[config.mk]
export PLATFORM = sky130hd
export DESIGN_NAME = bmv_front
export DESIGN_NICKNAME = d
export VERILOG_FILES = /design/src/bmv_pkg.sv /design/src/bmv_front.sv
export SDC_FILE = /design/constraint.sdc
export NUM_CORES = 1
export LEC_CHECK = 0
export ABC_CLOCK_PERIOD_IN_PS = 6900
export BUFFER_PORTS_ARGS = -buffer_cell sky130_fd_sc_hd__buf_2
export CELL_PAD_IN_SITES_DETAIL_PLACEMENT = 0
export CELL_PAD_IN_SITES_GLOBAL_PLACEMENT = 1
export CORE_UTILIZATION = 40
export CTS_CLUSTER_DIAMETER = 40
export CTS_CLUSTER_SIZE = 25
export DETAILED_ROUTE_END_ITERATION = 10
export GPL_ROUTABILITY_DRIVEN = 0
export PLACE_DENSITY = 0.87
export SYNTH_ARGS = -nofsm -noshare
export SYNTH_HDL_FRONTEND = slang
export SYNTH_SLANG_ARGS = --single-unit
[constraint.sdc]
create_clock -name clk -period 6.9 [get_ports clk]
set_input_delay 0.69 -clock clk [delete_from_list [all_inputs] [get_ports clk]]
set_output_delay 0.69 -clock clk [all_outputs]
set_load 0.05 [all_outputs]
[src/bmv_pkg.sv]
`default_nettype none
package bmv_pkg;

	typedef enum logic [2:0] {
		CMD_MEM_READ   = 3'd0,
		CMD_MEM_WRITE  = 3'd1,
		CMD_BANK_PORT  = 3'd2,
		CMD_PLANE_PORT = 3'd3,
		CMD_ATTR_PORT  = 3'd4,
		CMD_CTRL_PORT  = 3'd5,
		CMD_LOAD_BOOT  = 3'd6,
		CMD_LOAD_SEC   = 3'd7
	} cmd_t;

	typedef enum logic [2:0] {
		SEL_ZERO   = 3'd0,
		SEL_RAM    = 3'd1,
		SEL_BOOT   = 3'd2,
		SEL_SEC    = 3'd3,
		SEL_OPEN   = 3'd4,
		SEL_PAL    = 3'd5,
		SEL_PLANES = 3'd6
	} sel_t;

	localparam logic [1:0] WIN_VIDEO = 2'd2;
	localparam logic [3:0] BANK_BOOT = 4'b1000;
	localparam logic [7:0] OPEN_BUS  = 8'hff;

	typedef struct packed {
		logic [2:0]  command;
		logic [15:0] address;
		logic [7:0]  data;
	} item_t;

	typedef struct packed {
		logic [7:0] read_data;
		logic       attr_strobe;
		logic [3:0] attr_value;
		logic       io_strobe;
		logic       mio_flag;
		logic [1:0] port_c_low;
	} result_t;

	// classified operation passed from front to back
	typedef struct packed {
		cmd_t        cmd;
		logic [1:0]  win;
		logic [13:0] off;
		logic [15:0] addr;
		logic [7:0]  data;
		logic        boot_ok;
		logic        sec_ok;
	} op_t;

endpackage
`default_nettype wire

[src/bmv_front.sv]
`default_nettype none
module bmv_front (
	input  wire logic          clk,
	input  wire logic          arst_n,
	input  wire logic          push,
	input  bmv_pkg::item_t     item,
	input  wire logic          hold_off,
	output logic               full,
	output logic               op_valid,
	output bmv_pkg::op_t       op,
	input  wire logic          op_take
);

	bmv_pkg::op_t fifo_q [2];
	logic         wr_ptr_q;
	logic         rd_ptr_q;
	logic [1:0]   count_q;
	logic         do_push;
	logic         do_pop;
	bmv_pkg::op_t op_new;

	// classify: split window and offset, range-check ROM loads
	always_comb begin
		op_new.cmd     = bmv_pkg::cmd_t'(item.command);
		op_new.win     = item.address[15:14];
		op_new.off     = item.address[13:0];
		op_new.addr    = item.address;
		op_new.data    = item.data;
		op_new.boot_ok = (item.address[15:14] == 2'd0);
		op_new.sec_ok  = !item.address[15];
	end

	assign full     = (count_q == 2'd2) || hold_off;
	assign do_push  = push && !full;
	assign do_pop   = op_take && (count_q != 2'd0);
	assign op_valid = (count_q != 2'd0);
	assign op       = fifo_q[rd_ptr_q];

	always_ff @(posedge clk) begin
		if (do_push) begin
			fifo_q[wr_ptr_q] <= op_new;
		end
	end

	always_ff @(posedge clk or negedge arst_n) begin
		if (!arst_n) begin
			wr_ptr_q <= 1'b0;
			rd_ptr_q <= 1'b0;
			count_q  <= 2'd0;
		end else begin
			if (do_push) wr_ptr_q <= !wr_ptr_q;
			if (do_pop) rd_ptr_q <= !rd_ptr_q;
			count_q <= count_q + {1'b0, do_push} - {1'b0, do_pop};
		end
	end

endmodule
`default_nettype wire

======== Yosys cells after proc, flatten, opt, wreduce, memory -nomap -nowiden ========
Memory sizes are Yosys's and may differ from the RTL's.
Cells that the tools add are included.
word-level totals
  memories ................................ 1
  register bits after elaboration ......... 4
  bits in writable memories ............... 90
  latch bits .............................. 0
  input port bits ......................... 32
  word-level logic and storage cells ...... 18
  output and inout bits ................... 47
  memory bits (read-only) ................. 0
memories
  name    words  bits a word  rd ports  clocked after memory_dff  wr ports  line             source
  fifo_q  2      45           1         0                         1         bmv_front.sv:14  bmv_pkg::op_t fifo_q [2];
cells by class
  bitwise operators ....................... 0
  muxes and demuxes ....................... 2
  eq/ne operators ......................... 1
  reductions and logical operators ........ 9
  $add $sub $neg .......................... 2
  order comparisons ....................... 0
  multiply operators ...................... 0
  divide/modulo/power cells ............... 0
  shifts and indexed selects .............. 0
operators by type and width
  cell                                         number
  1-bit zero test                              4
  2-bit by 1-bit adder with 2-bit output       1
  2-bit == test, second input constant         1
  1-bit logical AND                            2
  2-bit zero test                              1
  1-bit two-way mux                            2
  2-bit nonzero test                           1
  2-bit by 1-bit subtractor with 2-bit output  1
  1-bit logical OR                             1

======== Logic depth before layout (Yosys ltp) ========
  depth after elaboration ................. 6
  gate-level depth with buffers ........... 7
  depth with buffers taken out ............ 7

======== Worst setup path before layout ========
No wires, ideal clock.
  path type ............................... input to register
  start point ............................. input hold_off
  end point ............................... memory fifo_q[0][0] in the netlist's numbering (enable)
  path slack .............................. 4.316 ns
  library setup time ...................... 0.415 ns
  data arrival time ....................... 2.169 ns
  buffers on the path ..................... 0
  data required time ...................... 6.485 ns
  stages .................................. 2
  cell sequence ........................... nand3b_1 nor2_1
on the way
  word-level cells in the longest chain between the ends .. 5
ends and longest elaborated chain
  element                                  line             source
  from (decl)                              bmv_front.sv:7   input wire logic hold_off,
  1-bit logical OR                         bmv_front.sv:33  assign full = (count_q == 2'd2) || hold_off;
  1-bit zero test                          bmv_front.sv:34  assign do_push = push && !full;
  1-bit logical AND                        bmv_front.sv:34
  1-bit two-way mux                        bmv_front.sv:40  if (do_push) begin
  1-bit two-way mux (not written as such)  bmv_front.sv:41  fifo_q[wr_ptr_q] <= op_new;
  to (decl)                                bmv_front.sv:14
No other way between the ends.

==> flow_metrics.env <==
export IMPL_status="completed"
export IMPL_cts_buffers_inserted=9
export IMPL_switching_power_w=0.000633
export IMPL_synth_top_area_cell="edfxtp_1"
export IMPL_synth_top_area_share=0.716
export IMPL_p_comb_frac=0.458
export IMPL_ys_seq_area_frac=0.758
export IMPL_vias=1267
export IMPL_crit_start="rd_ptr_q"
export IMPL_worstSetupPathType="register to output port"
export IMPL_worst_hold_path_type="primary input to asynchronous set/reset pin"
export IMPL_wl_per_cell_um=13.4
export IMPL_synth_warning_count=0
export IMPL_track_usage=0.126
export IMPL_power_leakage_nw=1.16
export IMPL_critPathCaptureType="output port"
export IMPL_critPathTopFamily="buffers and inverters"
export IMPL_h_tree_depth=3
export IMPL_rr_worst_depth=3
export IMPL_synth_top_cells_by_count="edfxtp_1 (58), mux2_2 (29), buf_4 (19), dfrtp_1 (4)"
export IMPL_switching_share=0.439
export IMPL_drive_gt1_frac=0.621
export IMPL_dp_hpwl_um=2490
export IMPL_initial_utilization=0.413
export IMPL_synthCells=127
export IMPL_viasPerCell=4.56
export IMPL_post_cts_buffers=0
export IMPL_power_w=0.00144
export IMPL_slowest_stage="mux2_2"
export IMPL_syn_nets=161
export IMPL_fmax_mhz=426
export IMPL_clk_path_buf_depth=2
export IMPL_tritoncts="done"
export IMPL_holdBufCountCts=0
export IMPL_netlist_area_um2=2430
export IMPL_seqPwrFrac=0.342
export IMPL_drv_slew=0
export IMPL_peakVddDrop_uv=345
export IMPL_diodes=0
export IMPL_cp_cell_sequence="buf_4 -> mux2_2 -> buf_2"
export IMPL_dr_pass1_iters=4
export IMPL_critPathMaxStageDelay_ns=0.40
export IMPL_antenna_left=0
export IMPL_setup_viol=0
export IMPL_dieWidth_um=80.0
export IMPL_worst_path_buf_inv=2
export IMPL_ys_ff_latch=62
export IMPL_cts_root_buf="clkbuf_8"
export IMPL_synth_area_top_cells="edfxtp_1 (72%), mux2_2 (13%), buf_4 (5.9%)"
export IMPL_post_cts_resized=0
export IMPL_grt_max_degree=30
export IMPL_startpoint_type="register"
export IMPL_drtIter0Drc=48
export IMPL_p_int_w=0.000809
export IMPL_maxCapViolCount=0
export IMPL_layout_nets=232
export IMPL_area_growth_pct=22.4
export IMPL_maxSlewHeadroom=0.437
export IMPL_yosysUniqueCellTypes=13
export IMPL_rr_endpoint="fifo_q[1][1]"
export IMPL_num_rows=28
export IMPL_cp_max_fo=29
export IMPL_crit_arrival_ns=1.66
export IMPL_core_area_um2=5890
export IMPL_final_setup_skew_ns=0.00444
export IMPL_cp_num_cells=3
export IMPL_crit_required_ns=6.21
export IMPL_endpoint="op[41]"
export IMPL_r2r_setup_slack_ns=5.03
export IMPL_p_clk_frac=0.200
export IMPL_ios=79
export IMPL_syn_area_per_cell_um2=19.1
export IMPL_grt_setup_unrepaired="no"
export IMPL_synthArstFlopShare=0.0645
export IMPL_grt_overflow_total=0
export IMPL_die_area_um2=6390
export IMPL_portBuffers=78
export IMPL_holdWs_ns=0.167
export IMPL_layout_min_cycle_time_ns=2.35
export IMPL_hold_viol=0
export IMPL_antenna_found_initial=0
export IMPL_synth_flop_cell="edfxtp_1"
export IMPL_cts_clk_slew_worst_paths_ns=0.06
export IMPL_grt_first_pass_wirelength_um=5510
export IMPL_fin_crit_sh=0.341
export IMPL_tns_ns=0
export IMPL_synth_edf_count=58
export IMPL_drc=0
export IMPL_grt_pass1_vias=1207
export IMPL_clk_latency_ns=0.32
export IMPL_die_y_um=80.0
export IMPL_r2r_start="count_q[1]"
export IMPL_tightest_slew_ns=0.843
export IMPL_power_density_nw_per_um2=484
export IMPL_synth_most_common_cell="edfxtp_1"
export IMPL_cts_sinks=62
export IMPL_finalWirelength_um=3730
## kinds of logic after synthesis
kind of cell	Yosys count	synth area share
xor gates and xnor gates	4	0.0144
adders and majority gates	2	0.0103
buffers and inverters	22	0.0633
DFF	62	0.758
muxes	29	0.134
and+or+nand+nor	8	0.0201
## worst min-delay path by stage
stage	endpoint	slack, ns
global placement	rd_ptr_q	0.46
CTS	count_q[1]	0.15
global route	count_q[1]	0.15
finish	count_q[1]	0.17
floorplan	count_q[0]	0.39
detailed placement	rd_ptr_q	0.46
## routing by layer
layer  GRT usage  routed length, um  part of all wire  vias up
li1            -                  -                 -      598
met1       0.134               1500              0.40      607
met2       0.206               1940              0.52       56
met3      0.0434                210             0.056        6
met4      0.0911                 85             0.023        0
met5           0                  0                 0        -
## flip-flops by register name (all words and copies together) (netlist names)
| name | cells |
|---|---|
| count_q | 2 |
| rd_ptr_q | 1 |
| wr_ptr_q | 1 |
| fifo_q | 58 |
## power groups by stage
stage / Sequential (W) / Combinational, W / Clock [W]
global route: 0.000498 / 0.000693 / 0.000315
CTS: 0.000494 / 0.000669 / 0.000297
finish: 0.000494 / 0.000661 / 0.000288
detailed placement: 0.000501 / 0.000669 / 0
floorplan: 0.000495 / 0.000589 / 0
global placement: 0.000498 / 0.000663 / 0
## metrics by stage
step	utilization	instances	setup WS, ns	area, um^2
global placement	0.475	262	4.68	2800
floorplan	-	127	4.32	2430
CTS	0.506	278	4.50	2980
finish	0.506	278	4.55	2980
global route	0.506	278	4.45	2980
detailed placement	0.475	262	4.65	2800
## worst register-to-register path, cell delays in order (launching register included)
cell and delay (ns):
dfrtp_1 0.41, nand2b_1 0.11, nand3b_1 0.24, nor2_4 0.72
## layout make-up
| cell class | count | area (um^2) |
|---|---|---|
| Timing Repair Buffer | 79 | 398 |
| Clock buffer | 11 | 131 |
| Sequential cell | 62 | 1840 |
| Multi-Input combinational cell | 43 | 450 |
| Inverter | 3 | 11.3 |
| Fill cell | 518 | 2910 |
| Tap cell | 75 | 93.8 |
| Clock inverter | 5 | 50.0 |
## cells in the final DEF, fill, tap and decap left out
cell	netlist	final
nor2_1	3	1
clkbuf_8	0	9
clkinv_2	0	4
xnor2_1	3	3
ha_1	2	2
bufinv_16	0	1
buf_2	0	78
and2_4	1	1
xor2_1	1	1
dfrtp_1	4	4
mux2_2	29	29
clkbuf_1	0	2
buf_4	19	1
or2_4	1	1
nor2_4	0	2
edfxtp_1	58	58
nand3b_1	1	1
inv_1	3	3
nand2b_1	2	2
No activity file was read; power rests on OpenSTA's default activity.
